**config.mk**
```make
export PLATFORM = sky130hd
export DESIGN_NAME = text_to_integer_parser_top
export DESIGN_NICKNAME = d
export VERILOG_FILES = /design/src/design/tti_pkg.sv /design/src/design/tti_step.sv /design/src/design/text_to_integer_parser_top.sv
export SDC_FILE = /design/constraint.sdc
export NUM_CORES = 1
export LEC_CHECK = 0
export BUFFER_PORTS_ARGS = -buffer_cell sky130_fd_sc_hd__buf_2
export CAP_MARGIN = 20
export CORE_MARGIN = 3
export CORE_UTILIZATION = 40
export DETAILED_ROUTE_END_ITERATION = 8
export HOLD_SLACK_MARGIN = 0.1
export SLEW_MARGIN = 20
export SYNTH_ARGS = -nofsm -noshare
export SYNTH_HDL_FRONTEND = slang
export SYNTH_SLANG_ARGS = --single-unit
```
**constraint.sdc**
```tcl
create_clock -name clk -period 3.95 [get_ports clk]
set_input_delay 0.5925 -clock clk [delete_from_list [all_inputs] [get_ports clk]]
set_output_delay 0.5925 -clock clk [all_outputs]
set_load 0.03 [all_outputs]
```
**src/design/tti_pkg.sv**
```systemverilog
// tti_pkg: shared types and constants for the text-to-integer parser.
// Holds the item structs, the parse phase encoding and character codes.
// No dependencies.
`default_nettype none

package tti_pkg;

    localparam int OUT_W = 32;
    localparam int UNIT_W = 16;

    typedef logic [UNIT_W-1:0] unit_t;
    typedef logic signed [OUT_W-1:0] value_out_t;

    typedef struct packed {
        logic [UNIT_W-1:0] code_unit;
        logic              last_unit;
    } code_item_t;

    typedef struct packed {
        logic signed [OUT_W-1:0] parsed_value;
        logic                    minus_seen;
    } result_item_t;

    typedef enum logic [2:0] {
        PH_START  = 3'd0,
        PH_SIGNED = 3'd1,
        PH_ZERO   = 3'd2,
        PH_HEX    = 3'd3,
        PH_DEC    = 3'd4,
        PH_DONE   = 3'd5
    } phase_t;

    localparam unit_t CH_MINUS = 16'h002D;
    localparam unit_t CH_PLUS  = 16'h002B;
    localparam unit_t CH_ZERO  = 16'h0030;
    localparam unit_t CH_NINE  = 16'h0039;
    localparam unit_t CH_LX    = 16'h0078;
    localparam unit_t CH_UX    = 16'h0058;
    localparam unit_t CH_LA    = 16'h0061;
    localparam unit_t CH_LF    = 16'h0066;
    localparam unit_t CH_UA    = 16'h0041;
    localparam unit_t CH_UF    = 16'h0046;
    localparam logic [3:0] HEX_TEN = 4'hA;

endpackage

`default_nettype wire

```
**src/design/tti_step.sv**
```systemverilog
// tti_step: next-state and result logic for one code unit.
// Decodes signs, the hex prefix and digits; updates the accumulator.
// Depends on tti_pkg.
`default_nettype none

module tti_step #(
    parameter int VALUE_WIDTH = 32
) (
    input  wire tti_pkg::code_item_t   item,
    input  wire tti_pkg::phase_t       phase,
    input  wire logic [VALUE_WIDTH-1:0] acc,
    input  wire logic                  neg,
    output tti_pkg::phase_t            phase_next,
    output logic [VALUE_WIDTH-1:0]     acc_next,
    output logic                       neg_next,
    output tti_pkg::result_item_t      result
);

    logic [15:0]            c;
    logic                   is_dec;
    logic                   is_hex;
    logic [3:0]             dec_digit;
    logic [3:0]             hex_digit;
    logic [VALUE_WIDTH-1:0] acc_dec;
    logic [VALUE_WIDTH-1:0] acc_hex;
    tti_pkg::phase_t        ph;
    logic [VALUE_WIDTH-1:0] acc_upd;
    logic                   neg_upd;
    logic [VALUE_WIDTH-1:0] final_val;

    assign c = item.code_unit;
    assign is_dec = c inside {[tti_pkg::CH_ZERO:tti_pkg::CH_NINE]};
    assign dec_digit = c[3:0];

    always_comb
    begin
        is_hex = 1'b1;
        hex_digit = c[3:0];
        if (is_dec)
        begin
            hex_digit = c[3:0];
        end
        else if (c inside {[tti_pkg::CH_LA:tti_pkg::CH_LF]})
        begin
            hex_digit = 4'(c - tti_pkg::CH_LA) + tti_pkg::HEX_TEN;
        end
        else if (c inside {[tti_pkg::CH_UA:tti_pkg::CH_UF]})
        begin
            hex_digit = 4'(c - tti_pkg::CH_UA) + tti_pkg::HEX_TEN;
        end
        else
        begin
            is_hex = 1'b0;
        end
    end

    assign acc_dec = (acc << 3) + (acc << 1) + VALUE_WIDTH'(dec_digit);
    assign acc_hex = (acc << 4) + VALUE_WIDTH'(hex_digit);

    always_comb
    begin
        ph = phase;
        acc_upd = acc;
        neg_upd = neg;
        case (phase)
            tti_pkg::PH_START, tti_pkg::PH_SIGNED:
            begin
                if (phase == tti_pkg::PH_START && c == tti_pkg::CH_MINUS)
                begin
                    neg_upd = 1'b1;
                    ph = tti_pkg::PH_SIGNED;
                end
                else if (phase == tti_pkg::PH_START && c == tti_pkg::CH_PLUS)
                begin
                    ph = tti_pkg::PH_SIGNED;
                end
                else if (c == tti_pkg::CH_ZERO)
                begin
                    ph = tti_pkg::PH_ZERO;
                end
                else if (is_dec)
                begin
                    acc_upd = acc_dec;
                    ph = tti_pkg::PH_DEC;
                end
                else
                begin
                    ph = tti_pkg::PH_DONE;
                end
            end
            tti_pkg::PH_ZERO:
            begin
                if (c inside {tti_pkg::CH_LX, tti_pkg::CH_UX})
                begin
                    ph = tti_pkg::PH_HEX;
                end
                else if (is_dec)
                begin
                    acc_upd = acc_dec;
                    ph = tti_pkg::PH_DEC;
                end
                else
                begin
                    ph = tti_pkg::PH_DONE;
                end
            end
            tti_pkg::PH_HEX:
            begin
                if (is_hex)
                begin
                    acc_upd = acc_hex;
                end
                else
                begin
                    ph = tti_pkg::PH_DONE;
                end
            end
            tti_pkg::PH_DEC:
            begin
                if (is_dec)
                begin
                    acc_upd = acc_dec;
                end
                else
                begin
                    ph = tti_pkg::PH_DONE;
                end
            end
            default:
            begin
                ph = phase;
            end
        endcase
    end

    assign final_val = neg_upd ? ('0 - acc_upd) : acc_upd;

    always_comb
    begin
        result.parsed_value = tti_pkg::value_out_t'(signed'(final_val));
        result.minus_seen = neg_upd;
        if (item.last_unit)
        begin
            phase_next = tti_pkg::PH_START;
            acc_next = '0;
            neg_next = 1'b0;
        end
        else
        begin
            phase_next = ph;
            acc_next = acc_upd;
            neg_next = neg_upd;
        end
    end

endmodule

`default_nettype wire

```
**src/design/text_to_integer_parser_top.sv**
```systemverilog
// text_to_integer_parser_top: streaming text-to-integer parser.
// Input register, tti_step logic, parse state and result register.
// Depends on tti_pkg and tti_step.
//
// Usage:
//   code channel (code_valid/code_ready/code) carries one 16-bit code unit
//   per item, with last_unit marking the end of a string. An optional sign,
//   an optional 0x/0X prefix and decimal or hex digits are parsed; the first
//   unit not accepted ends parsing until the end of the string.
//   result channel (result_valid/result_ready/result) carries one item per
//   string: the value wrapped modulo 2^VALUE_WIDTH, negated after a minus
//   sign and sign-extended or cut to 32 bits, plus the minus flag.
//   Path: an accepted unit is held in the input register and parsed from there
//   into the parse state; a final result goes to the result register.
//   Throughput: one unit per cycle while code_ready is high; the accumulator
//   update (shift by 4 or times ten, plus digit) is combinational.
//   Reset: parse state returns to the start of a string, both registers
//   empty. When the receiver stalls, the result register holds its item and
//   units without a result keep flowing; a final unit waits in the input
//   register, with code_ready low, until the result register frees up.
`default_nettype none

module text_to_integer_parser_top #(
    parameter int VALUE_WIDTH = 32
) (
    input  wire logic                  clk,
    input  wire logic                  rst_n,
    input  wire logic                  code_valid,
    output logic                       code_ready,
    input  wire tti_pkg::code_item_t   code,
    output logic                       result_valid,
    input  wire logic                  result_ready,
    output tti_pkg::result_item_t      result
);

    logic                   in_vld_reg;
    tti_pkg::code_item_t    in_item_reg;
    tti_pkg::phase_t        phase_reg;
    logic [VALUE_WIDTH-1:0] acc_reg;
    logic                   neg_reg;
    logic                   out_vld_reg;
    tti_pkg::result_item_t  out_item_reg;

    tti_pkg::phase_t        phase_next;
    logic [VALUE_WIDTH-1:0] acc_next;
    logic                   neg_next;
    tti_pkg::result_item_t  step_result;

    logic out_free;
    logic advance;
    logic emit;

    tti_step #(
        .VALUE_WIDTH(VALUE_WIDTH)
    ) u_step (
        .item       (in_item_reg),
        .phase      (phase_reg),
        .acc        (acc_reg),
        .neg        (neg_reg),
        .phase_next (phase_next),
        .acc_next   (acc_next),
        .neg_next   (neg_next),
        .result     (step_result)
    );

    assign out_free = !out_vld_reg || result_ready;
    assign advance = in_vld_reg && (!in_item_reg.last_unit || out_free);
    assign emit = advance && in_item_reg.last_unit;
    assign code_ready = !in_vld_reg || advance;

    always_ff @(posedge clk or negedge rst_n)
    begin
        if (!rst_n)
        begin
            in_vld_reg <= 1'b0;
            out_vld_reg <= 1'b0;
            phase_reg <= tti_pkg::PH_START;
            acc_reg <= '0;
            neg_reg <= 1'b0;
        end
        else
        begin
            if (code_ready)
            begin
                in_vld_reg <= code_valid;
            end
            if (advance)
            begin
                phase_reg <= phase_next;
                acc_reg <= acc_next;
                neg_reg <= neg_next;
            end
            if (emit)
            begin
                out_vld_reg <= 1'b1;
            end
            else if (result_ready)
            begin
                out_vld_reg <= 1'b0;
            end
        end
    end

    always_ff @(posedge clk)
    begin
        if (code_ready && code_valid)
        begin
            in_item_reg <= code;
        end
        if (emit)
        begin
            out_item_reg <= step_result;
        end
    end

    assign result_valid = out_vld_reg;
    assign result = out_item_reg;

endmodule

`default_nettype wire

```
# [Yosys cells after proc, flatten, opt, wreduce, memory -nomap -nowiden]
# Cells that the tools add are included.
[word_totals] regBits=88 input_bits=21 output_inout_bits=35 wordCells=83
[classes] addsub=8 order_cmp=6 eq_ne=11 muxes=29 reduce_logical=20
[op_table] op="two-way mux 32 bit" n=8
[op_table] op="case mux 32 bit (4 select lines)" n=1
[op_table] op="adder 32 x 4 -> 32 bit" n=2
[op_table] op="== test 16 x 6 -> 1 bit (second input constant)" n=3
[op_table] op="adder 32 bit" n=1
[op_table] op="== test 16 x 7 -> 1 bit (second input constant)" n=2
[op_table] op="greater-or-equal comparator 16 x 7 -> 1 bit (second input constant)" n=2
[op_table] op="<= comparator 16 x 7 -> 1 bit (second input constant)" n=2
[op_table] op="subtractor 1 x 32 -> 32 bit (first input constant)" n=1
[op_table] op="two-way mux 3 bit" n=7
[op_table] op="greater-or-equal comparator 16 x 6 -> 1 bit (second input constant)" n=1
[op_table] op="<= comparator 16 x 6 -> 1 bit (second input constant)" n=1
[op_table] op="two-way mux 4 bit" n=3
[op_table] op="case mux 3 bit (4 select lines)" n=1
[op_table] op="two-way mux 1 bit" n=9
[op_table] op="adder 4 bit (second input constant)" n=2
[op_table] op="logical AND 1 bit" n=8
[op_table] op="subtractor 4 x 1 -> 4 bit (second input constant)" n=2
[op_table] op="== test 3 x 2 -> 1 bit (second input constant)" n=2
[op_table] op="inequality test 3 bit (second input constant)" n=2
[op_table] op="nonzero test 5 bit" n=1
[op_table] op="AND reduction 4 bit" n=1
[op_table] op="nonzero test 2 bit" n=2
[op_table] op="== test 3 x 1 -> 1 bit (second input constant)" n=1
[op_table] op="5 further kinds" n=9

# [Longest topological paths before layout]
# Gate-level depths: netlist (run 1).
[logic_depth] word_depth=10 mapped_depth=16 mapped_depth_nobuf=15

# [Hierarchy]
# A second synthesis (run 1) with hierarchy kept.
[unflattened] cells_unflattened=869 hier_area_um2=7922.6
[by_module_without_submodules] module="tti_step" instances=1 cells_per_inst=604 area_each_um2=4169.0
[by_module_without_submodules] module="text_to_integer_parser_top" instances=1 cells_per_inst=265 area_each_um2=3753.6

# [Worst setup path after synthesis (run 1)]
# OpenSTA, ideal clock, no wires.
[synth_path] kind="register to register" startpoint="register in_item_reg[4] in the netlist's numbering" endpoint="register out_item_reg, in the netlist result[30] (data pin)" setup_ps=274 arrival_time_ps=3988 required_ps=3676 path_slack_ps=-311 stages_incl_launch_ff=16 path_buffers=0 synth_period_minus_slack_ps=4261 cell_sequence="edfxtp_1 inv_1 fa_1 inv_1 fa_1 a21o_1 a311o_1 nand3_1 nand3_1 a31oi_1 xnor2_1 a222oi_1 and4_1 and4b_4 a41oi_2 xnor2_1"
[synth_rtl] item="start, declared" line="text_to_integer_parser_top.sv:37" source="tti_pkg::code_item_t in_item_reg;"
[synth_rtl] item="start signal, assigned" line="text_to_integer_parser_top.sv:108" source="in_item_reg <= code;"
[synth_rtl] item="end signal, assigned" line="text_to_integer_parser_top.sv:112" source="out_item_reg <= step_result;"
[synth_rtl] item="end, declared" line="text_to_integer_parser_top.sv:42" source="tti_pkg::result_item_t out_item_reg;"

==> qor.yml, run 1 <==
outcome: "finished with violations"
failing_checks: "setup timing"
number_of_global_route_vias_before_repair: 6289
critical_path.reg2reg.endpoint: "result[30]$_DFFE_PP_"
gr-usage-all-layers: 0.220
netlist_instances: 695
end_kind: "register"
postSynthRegisterBits: 88
timing.critical_path.fanout_max: 5
timing_hold_violations_final: 0
maxSlewViolCount: 0
worst_case_hold_slack_ns: 0.387
placement_cell_area_um2: 7840
ys_async_sr_fraction: 0.432
synthToLayoutAreaGrowth_pct: 26.2
cts_root_buf: "clkbuf_16"
mostFrequentLayoutCells: "buf_4 (109), nand2_1 (67), ha_1 (61)"
static-leakage-power_nw: 3.81
die_y_extent_um: 135
yosys.cell_types.count: 79
cts_tree: "done"
rsz0062_at_grt: "yes"
ys_dominant_reg_cell: "edfxtp_1"
worst-setup-path-type: "register to register"
first_pass_iters: 8
timing.fmax_ghz: 0.248
route.vias.total: 6206
place.gp.congestion: 0.878
finalSetupViolations: 8
coreArea_um2: 16100
fillerInstances: 1431
num_antenna_cells: 0
reg2reg_depth: 15
largest_net_degree_at_the_start_of_global_routing: 39
synth_nets: 781
drtAntennaViolNets: 0
tightestPinTransition_ns: 1.02
final_nets: 925
drt-wirelength-per-cell_um: 18.7
area.sequential_um2: 2450
post-route-cell-area_um2: 8390
drc_errors: 0
endpoint: "result[30]$_DFFE_PP_"
timing.critical_path.arrival_ns: 4.13
wire_length_of_the_first_global_routing_pass_um: 32000
place.detailed.instances: 1035
post-route-period-util: 1.02
timing.critical_path.from: "acc_reg[2]$_DFFE_PN0P_"
multi_input_area_um2: 4170
place.detailed.hpwl_um: 15400
most_frequent_standard_cell_in_the_layout_excluding_fill_and_tap_cells: "buf_4"
synthesis.area_per_instance_um2: 9.56
proportion_of_layout_cells_with_a_drive_suffix_above_1: 0.283
h-tree-depth: 3
layout_setup_ws_ns: -0.0855
clock_skew_ns: 0.00724
die_w_um: 135
start_util: 0.414
routed_wirelength_um: 19800
maxCapViolCount: 0
tritoncts.num_buffers: 9
drt_iter0_drc: 452
crit-reg2reg-launch: "acc_reg[2]$_DFFE_PN0P_"
globalRoute.totalOverflow: 0
synth_edf_count: 50
clock-sinks: 88
initial_antenna_violation_count: 0
post_layout_nonfiller_instances: 1060
irDropWorstVdd_v: 0.000204
numPortBuffers: 55
critical_path.startpoint_type: "register"
max_transition_margin: 0.317
cts_max_path_buffers: 2
cp.required_ns: 4.04
reg_to_reg_setup_timing_slack_ns: -0.09
cts.reportedPaths.clkPinSlew_ns: 0.07
final_core_util: 0.522
die-area_um2: 18200
period_minus_slack_ns: 4.04
fp-row-count: 46
fraction_of_the_yosys_area_taken_by_sequential_cells: 0.369
post_synth_instance_area_um2: 6650
clock_latency_ns: 0.34
design.portCount: 56
power-per-cell-area_nw_per_um2: 259
min_path_type: "input port to asynchronous set/reset pin"
viasPerCell: 5.85
largest_register_ffs: 33
total_of_hold_buffers_inserted_after_clock_tree_synthesis: 0
yosys_warnings: 0
[per-layer routing]
| metal | global-route usage | vias up | share of wire |
|---|---|---|---|
| met1 | 0.286 | 3026 | 0.43 |
| met5 | 0 | - | 0 |
| li1 | - | 2941 | - |
| met3 | 0.0350 | 44 | 0.051 |
| met4 | 0.0713 | 0 | 0.025 |
| met2 | 0.374 | 195 | 0.50 |
[worst max-delay path: stages (launching register included)]
cell and delay [ns]:
dfrtp_1 0.36, inv_2 0.05, fa_1 0.55, inv_2 0.05, fa_2 0.34, a21o_1 0.21
a311o_1 0.32, nand3_2 0.13, nand3_2 0.10, a31oi_1 0.20, xnor2_1 0.14, a222oi_1 0.44
and4_4 0.32, and4b_4 0.28, a41oi_2 0.14, xnor2_1 0.15
[what timing repair did]
action,CTS,global route
endpoints found under the setup margin,17,19
pin swaps,10,22
resized for setup,14,31
buffers inserted,1,8
[report_power, final]
part	total (W)	internal, W	switching, W
Combinational	0.000316	0.000114	0.000202
Clock	0.000835	0.000465	0.000371
Sequential	0.00102	0.00101	0.0000134
[cells in the mapped netlist, drive strengths merged, types with 3 or more instances]
cell | instances | area share
o2111ai | 3 | 0.0040
a31oi | 9 | 0.0085
and4 | 3 | 0.0043
xnor2 | 36 | 0.047
or4 | 3 | 0.0045
o31ai | 5 | 0.0077
o22ai | 5 | 0.0047
and3 | 11 | 0.010
or2 | 3 | 0.0028
nor2b | 5 | 0.0047
nand3 | 10 | 0.0075
ha | 63 | 0.12
xor2 | 19 | 0.025
nor3 | 10 | 0.010
a221oi | 7 | 0.010
a22oi | 5 | 0.0056
o21a | 10 | 0.011
nand4 | 9 | 0.0094
o211a | 3 | 0.0045
a21oi | 50 | 0.038
a211oi | 6 | 0.0087
and2 | 6 | 0.0056
nor2 | 41 | 0.023
nand3b | 3 | 0.0034
clkbuf | 24 | 0.014
buf | 9 | 0.0096
nand2 | 68 | 0.038
a21o | 14 | 0.016
edfxtp | 50 | 0.23
a221o | 6 | 0.0090
o221ai | 3 | 0.0040
a22o | 8 | 0.012
nor4 | 7 | 0.0066
nand2b | 9 | 0.0085
inv | 24 | 0.014
a311oi | 3 | 0.0040
dfrtp | 38 | 0.14
o21bai | 4 | 0.0045
a222oi | 10 | 0.015
o21ai | 58 | 0.044
[worst min-delay path by stage]
| stage | startpoint | endpoint | slack (ns) | cells after the start |
|---|---|---|---|---|
| finish | rst_n | acc_reg[26]$_DFFE_PN0P_ | 0.39 | 1 |
| global route | code[14] | in_item_reg[14]$_DFFE_PP_ | 0.41 | 1 |
| CTS | rst_n | acc_reg[30]$_DFFE_PN0P_ | 0.41 | 1 |
| detailed placement | acc_reg[31]$_DFFE_PN0P_ | acc_reg[31]$_DFFE_PN0P_ | 0.48 | 2 |
| global placement | acc_reg[31]$_DFFE_PN0P_ | acc_reg[31]$_DFFE_PN0P_ | 0.47 | 2 |
| floorplan | rst_n | acc_reg[0]$_DFFE_PN0P_ | 0.30 | 0 |
[layout make-up]
type                    count  share of cell area
clock inverters             5             0.00462
multi-input cells         550               0.497
repair buffers            166               0.133
inverters                  24              0.0107
flip-flops and latches     88               0.292
well taps                 216              0.0322
clock buffers              11              0.0301
[cells by family after synthesis]
logic type	synth area share
DFF	0.369
AOI/OAI and AO/OA	0.241
buffers and inverters	0.0367
xor gates and xnor gates	0.0725
and+or+nand+nor	0.155
muxes	0.00169
adders and majority gates	0.125
[stage by stage]
step / worst slack, ns / total power [W] / setup TNS [ns]
global route: -0.291 / 0.00226 / -3.09
finish: -0.0855 / 0.00217 / -0.237
global placement: -0.0810 / 0.00133 / -0.691
detailed placement: -0.130 / 0.00133 / -1.18
CTS: -0.0755 / 0.00217 / -0.172
floorplan: -0.000163 / 0.00122 / -0.000163
Note: power is estimated with default switching activity, not from simulation.
==> run 2, diff against run 1 <==
Settings changed: SKIP_LAST_GASP set to 1.
==> run 2 against run 1 <==
The flow still finishes with violations (setup timing). Non-clock buffer count unchanged. Critical path type unchanged. Sequential share of layout area unchanged. Critical path depth unchanged. Clock-buffer cell count unchanged. Global-route usage unchanged. Cell count unchanged. Clock skew about the same. Register-to-register slack better by 0.02 ns.
==> qor.yml, run 2 (synthesized netlist as in run 1, its figures left out) <==
fp-row-count: 46  # unchanged
proportion_of_layout_cells_with_a_drive_suffix_above_1: 0.283  # unchanged
viasPerCell: 5.85  # unchanged
final_core_util: 0.522  # unchanged
cts_tree: "done"
largest_net_degree_at_the_start_of_global_routing: 39  # unchanged
globalRoute.totalOverflow: 0  # unchanged
routed-wl-met2_um: 9820  # about the same
maxSlewViolCount: 0  # unchanged
die-area_um2: 18200  # unchanged
end_kind: "register"
final_nets: 925  # unchanged
cts_root_buf: "clkbuf_16"
critical_path.startpoint_type: "register"
timing.fmax_ghz: 0.249  # +0.57%
rsz0062_at_grt: "yes"
worst-setup-path-type: "register to register"
drt_iter0_drc: 469  # +3.8%
gr-usage-all-layers: 0.220  # unchanged
finalSetupViolations: 6  # -2
maxCapViolCount: 0  # unchanged
wire_length_of_the_first_global_routing_pass_um: 32000  # unchanged
route.vias.total: 6206  # unchanged
number_of_global_route_vias_before_repair: 6289  # unchanged
most_frequent_standard_cell_in_the_layout_excluding_fill_and_tap_cells: "buf_4"
place.gp.congestion: 0.878  # unchanged
period_minus_slack_ns: 4.01  # -0.0228 ns
totalPowerFinal_w: 0.00217  # +0.11%
routed.top_layer: "met4"
static-leakage-power_nw: 3.81  # unchanged
min_path_type: "input port to asynchronous set/reset pin"
layout_setup_ws_ns: -0.0627  # +0.0228 ns
coreArea_um2: 16100  # unchanged
met3RoutedLength_um: 975  # -4.1%
mostFrequentLayoutCells: "buf_4 (109), nand2_1 (67), ha_1 (61)"
synthToLayoutAreaGrowth_pct: 26.2  # unchanged
irDropWorstVdd_v: 0.000203  # -0.12%
cts.reportedPaths.clkPinSlew_ns: 0.07  # about the same
die_w_um: 135  # unchanged
initial_antenna_violation_count: 0  # unchanged
clock_skew_ns: 0.00722  # -0.0000117 ns
start_util: 0.414  # unchanged
drt-wirelength-per-cell_um: 18.7  # +0.21%
die_y_extent_um: 135  # unchanged
numPortBuffers: 55  # unchanged
max_transition_margin: 0.313  # -0.00391
tightestPinTransition_ns: 1.03  # +0.00587 ns
clock-sinks: 88  # unchanged
outcome: "finished with violations"
failing_checks: "setup timing"
place.detailed.hpwl_um: 15400  # unchanged
dpl_worst_slack_ns: -0.130  # unchanged
cp.required_ns: 4.04  # about the same
timing.critical_path.fanout_max: 5  # unchanged
largest_register_ffs: 33  # unchanged
post-route-period-util: 1.02  # -0.00578
power-per-cell-area_nw_per_um2: 259  # +0.11%
drc_errors: 0  # unchanged
clock_latency_ns: 0.34  # about the same
first_pass_iters: 5  # -3
cts_max_path_buffers: 2  # unchanged
timing_hold_violations_final: 0  # unchanged
design.portCount: 56  # unchanged
routedLengthMet1_um: 8530  # +0.85%
num_antenna_cells: 0  # unchanged
drtAntennaViolNets: 0  # unchanged
timing.critical_path.arrival_ns: 4.11  # -0.02 ns
routed_wirelength_um: 19800  # +0.21%
h-tree-depth: 3  # unchanged
tritoncts.num_buffers: 9  # unchanged
[run 2: final timing paths]
kind | startpoint | to | slack (ns) | cells after the start
worst max-delay path | acc_reg[2]$_DFFE_PN0P_ | result[30]$_DFFE_PP_ | -0.06 | 15
worst min-delay path | rst_n | acc_reg[26]$_DFFE_PN0P_ | 0.38 | 1
worst max register to register | acc_reg[2]$_DFFE_PN0P_ | result[30]$_DFFE_PP_ | -0.06 | 15
worst min register to register | acc_reg[31]$_DFFE_PN0P_ | acc_reg[31]$_DFFE_PN0P_ | 0.50 | 2
max in group asynchronous | rst_n | acc_reg[9]$_DFFE_PN0P_ | 2.97 | 1
min in group clk | code[14] | in_item_reg[14]$_DFFE_PP_ | 0.42 | 1
[run 2: critical path: stages (launching register included)]
cell and delay (ns):
dfrtp_1 0.36, inv_2 0.05, fa_1 0.55, inv_2 0.05, fa_2 0.34, a21o_1 0.21, a221oi_4 0.27, a21oi_2 0.10
a41o_1 0.23, xor2_1 0.16, a221o_1 0.32, and4bb_1 0.31, nand3_2 0.12, and4b_4 0.40, a41oi_2 0.14, xnor2_1 0.15
[run 2: routing by layer]
metal,vias up,global-route usage
li1,2942,-
met1,3031,0.286
met2,185,0.374
met3,48,0.0350
met4,0,0.0713
met5,-,0
[run 2: final cells by class]
type | instances | area, um^2
Fill cell | 1431 | 7670
Multi-Input combinational cell | 550 | 4170
Sequential cell | 88 | 2450
Timing Repair Buffer | 166 | 1120
Tap cell | 216 | 270
Clock buffer | 11 | 253
Inverter | 24 | 90.1
Clock inverter | 5 | 38.8
[run 2: through the flow]
stage,std cells,instance area [um^2],setup TNS [ns],hold slack [ns]
final,1060,8390,-0.170,0.383
after global routing,1060,8390,-3.09,0.411
after CTS,1052,8180,-0.172,0.408
after detailed placement,1035,7840,-1.18,0.480
after global placement,1035,7840,-0.691,0.468
after floorplan,695,6680,-0.000163,0.297
[run 2: power breakdown]
part,switching (W),internal (W),total [W]
Sequential,0.0000134,0.00101,0.00102
Combinational,0.000202,0.000114,0.000315
Clock,0.000373,0.000465,0.000838
[run 2: what timing repair did]
| item | CTS | global route |
|---|---|---|
| resized for setup | 14 | 31 |
| pin swaps | 10 | 21 |
| hold endpoints to repair | 0 | 0 |
| setup endpoints to repair | 17 | 19 |
| setup buffers | 1 | 8 |
| hold buffers | 0 | 0 |
==> run 3, diff against run 2 <==
Settings changed: CTS_CLUSTER_SIZE set to 10, RECOVER_POWER set to 50.
==> run 3 against run 2 <==
The run ends with capacitance limit, slew limit, setup timing left. Fmax is essentially flat. Clock power about the same. Hold slack gained 0.037 ns. Global-route usage stayed put. Worst setup slack improved by 0.0040 ns. Sequential share of layout area is 0.15 points higher. Critical path depth did not move.
==> qor.yml, run 3 (synthesized netlist as in run 1, its figures left out) <==
wire_length_of_the_first_global_routing_pass_um: 32000  # unchanged
cp.required_ns: 4.04  # about the same
design.portCount: 56  # unchanged
largest_net_degree_at_the_start_of_global_routing: 39  # unchanged
post_layout_nonfiller_instances: 1060  # unchanged
die-area_um2: 18200  # unchanged
static-leakage-power_nw: 3.70  # -2.8%
worst-setup-path-type: "register to register"
max_transition_margin: -0.483  # -0.796
coreArea_um2: 16100  # unchanged
fillerInstances: 1444  # +0.91%
total_of_hold_buffers_inserted_after_clock_tree_synthesis: 0  # unchanged
number_of_global_route_vias_before_repair: 6289  # unchanged
place.detailed.instances: 1035  # unchanged
timing.critical_path.from: "acc_reg[2]$_DFFE_PN0P_"
gr-usage-all-layers: 0.220  # unchanged
globalRoute.totalOverflow: 0  # unchanged
timing.critical_path.arrival_ns: 4.10  # about the same
routed_wirelength_um: 19800  # -0.10%
cts_root_buf: "clkbuf_16"
route.vias.total: 6208  # +0.032%
failing_checks: "capacitance limit, slew limit, setup timing"
crit-reg2reg-launch: "acc_reg[2]$_DFFE_PN0P_"
drtAntennaViolNets: 0  # unchanged
drt-wirelength-per-cell_um: 18.7  # -0.10%
first_pass_iters: 6  # +1
final_nets: 925  # unchanged
critical_path.reg2reg.endpoint: "result[30]$_DFFE_PP_"
num_antenna_cells: 0  # unchanged
totalPowerFinal_w: 0.00217  # -0.25%
period_minus_slack_ns: 4.01  # -0.00401 ns
power-per-cell-area_nw_per_um2: 260  # +0.27%
area.sequential_um2: 2450  # unchanged
clock-sinks: 88  # unchanged
most_frequent_standard_cell_in_the_layout_excluding_fill_and_tap_cells: "buf_4"
start_util: 0.414  # unchanged
cts.reportedPaths.clkPinSlew_ns: 0.07  # about the same
place.gp.congestion: 0.878  # unchanged
die_w_um: 135  # unchanged
proportion_of_layout_cells_with_a_drive_suffix_above_1: 0.242  # -0.0415
critical_path.startpoint_type: "register"
fp-row-count: 46  # unchanged
layout_setup_ws_ns: -0.0587  # +0.00401 ns
irDropWorstVdd_v: 0.000203  # -0.22%
end_kind: "register"
outcome: "finished with violations"
endpoint: "result[30]$_DFFE_PP_"
largest_register_ffs: 33  # unchanged
die_y_extent_um: 135  # unchanged
timing_hold_violations_final: 0  # unchanged
reg2reg_depth: 15  # unchanged
synthToLayoutAreaGrowth_pct: 25.5
rsz0062_at_grt: "yes"
reg_to_reg_setup_timing_slack_ns: -0.06  # about the same
drc_errors: 0  # unchanged
numPortBuffers: 55  # unchanged
place.detailed.hpwl_um: 15400  # unchanged
viasPerCell: 5.86  # about the same
maxCapViolCount: 1  # +1
tightestPinTransition_ns: 2.22  # +1.19 ns
min_path_type: "input port to register"
timing.fmax_ghz: 0.249  # about the same
post-route-period-util: 1.01  # about the same
maxSlewViolCount: 39  # +39
finalSetupViolations: 6  # unchanged
tritoncts.num_buffers: 9  # unchanged
multi_input_area_um2: 4170  # unchanged
cts_max_path_buffers: 2  # unchanged
drt_iter0_drc: 447  # -4.7%
mostFrequentLayoutCells: "buf_4 (109), nand2_1 (67), ha_1 (61)"
clock_latency_ns: 0.34  # about the same
initial_antenna_violation_count: 0  # unchanged
clock_skew_ns: 0.00720  # -0.0000221 ns
cts_tree: "done"
h-tree-depth: 3  # unchanged
timing.critical_path.fanout_max: 5  # unchanged
[run 3: cell types whose count changed in the layout (fill, tap and decap cells not counted)]
| cell | previous run | this run |
|---|---|---|
| and2_1 | 6 | 4 |
| clkbuf_1 | 0 | 35 |
| buf_2 | 55 | 20 |
| and2_0 | 0 | 2 |
[run 3: cell type report]
cell class | instances | area share
inverter | 24 | 0.0108
multi-input combinational | 550 | 0.499
clock inverter | 5 | 0.00465
tap | 216 | 0.0324
sequential | 88 | 0.294
clock buffer | 11 | 0.0303
timing repair buffer | 166 | 0.129
[run 3: repair_timing]
action	4_1_cts	5_1_grt
resized for setup	14	31
setup buffers	1	8
setup endpoints to repair	17	19
pin swaps	10	21
[run 3: how the worst min path moves through the flow]
stage,start,endpoint,slack (ns),depth (start not counted)
3_3_place_gp,acc_reg[31]$_DFFE_PN0P_,acc_reg[31]$_DFFE_PN0P_,0.47,2
4_1_cts,rst_n,acc_reg[30]$_DFFE_PN0P_,0.41,1
3_5_place_dp,acc_reg[31]$_DFFE_PN0P_,acc_reg[31]$_DFFE_PN0P_,0.48,2
6_report,code[14],in_item_reg[14]$_DFFE_PP_,0.42,1
2_1_floorplan,rst_n,acc_reg[0]$_DFFE_PN0P_,0.30,0
5_1_grt,code[14],in_item_reg[14]$_DFFE_PP_,0.41,1
[run 3: per-layer routing]
layer  GRT usage  part of all wire  vias up  wire [um]
met5           0                 0        -          0
met4      0.0713             0.024        0        483
met3      0.0350             0.053       42       1060
met2       0.374              0.50      190       9810
met1       0.286              0.43     3033       8460
li1            -                 -     2943          -
[run 3: report_power, final]
part	switching (W)	internal, W	leakage [nW]
logic	0.000202	0.000109	2.55
registers	0.0000139	0.00101	1.01
clock network	0.000371	0.000465	0.144
total	0.000587	0.00158	3.70
[run 3: through the flow]
| step | instance area [um^2] | hold slack (ns) | utilization | setup WS [ns] | TNS (ns) |
|---|---|---|---|---|---|
| detailed placement | 7840 | 0.480 | 0.488 | -0.130 | -1.18 |
| floorplan | 6680 | 0.297 | - | -0.000163 | -0.000163 |
| global route | 8340 | 0.411 | 0.520 | -0.291 | -3.09 |
| finish | 8340 | 0.420 | 0.520 | -0.0587 | -0.159 |
| global placement | 7840 | 0.468 | 0.488 | -0.0810 | -0.691 |
| CTS | 8180 | 0.408 | 0.509 | -0.0755 | -0.172 |
[run 3: critical path, stage by stage, from the launching register on]
cell and delay [ns]:
dfrtp_1 0.35, inv_2 0.05, fa_1 0.55, inv_2 0.05, fa_2 0.34, a21o_1 0.21, a221oi_4 0.27, a21oi_2 0.10
a41o_1 0.23, xor2_1 0.16, a221o_1 0.32, and4bb_1 0.31, nand3_2 0.12, and4b_4 0.40, a41oi_2 0.14, xnor2_1 0.15
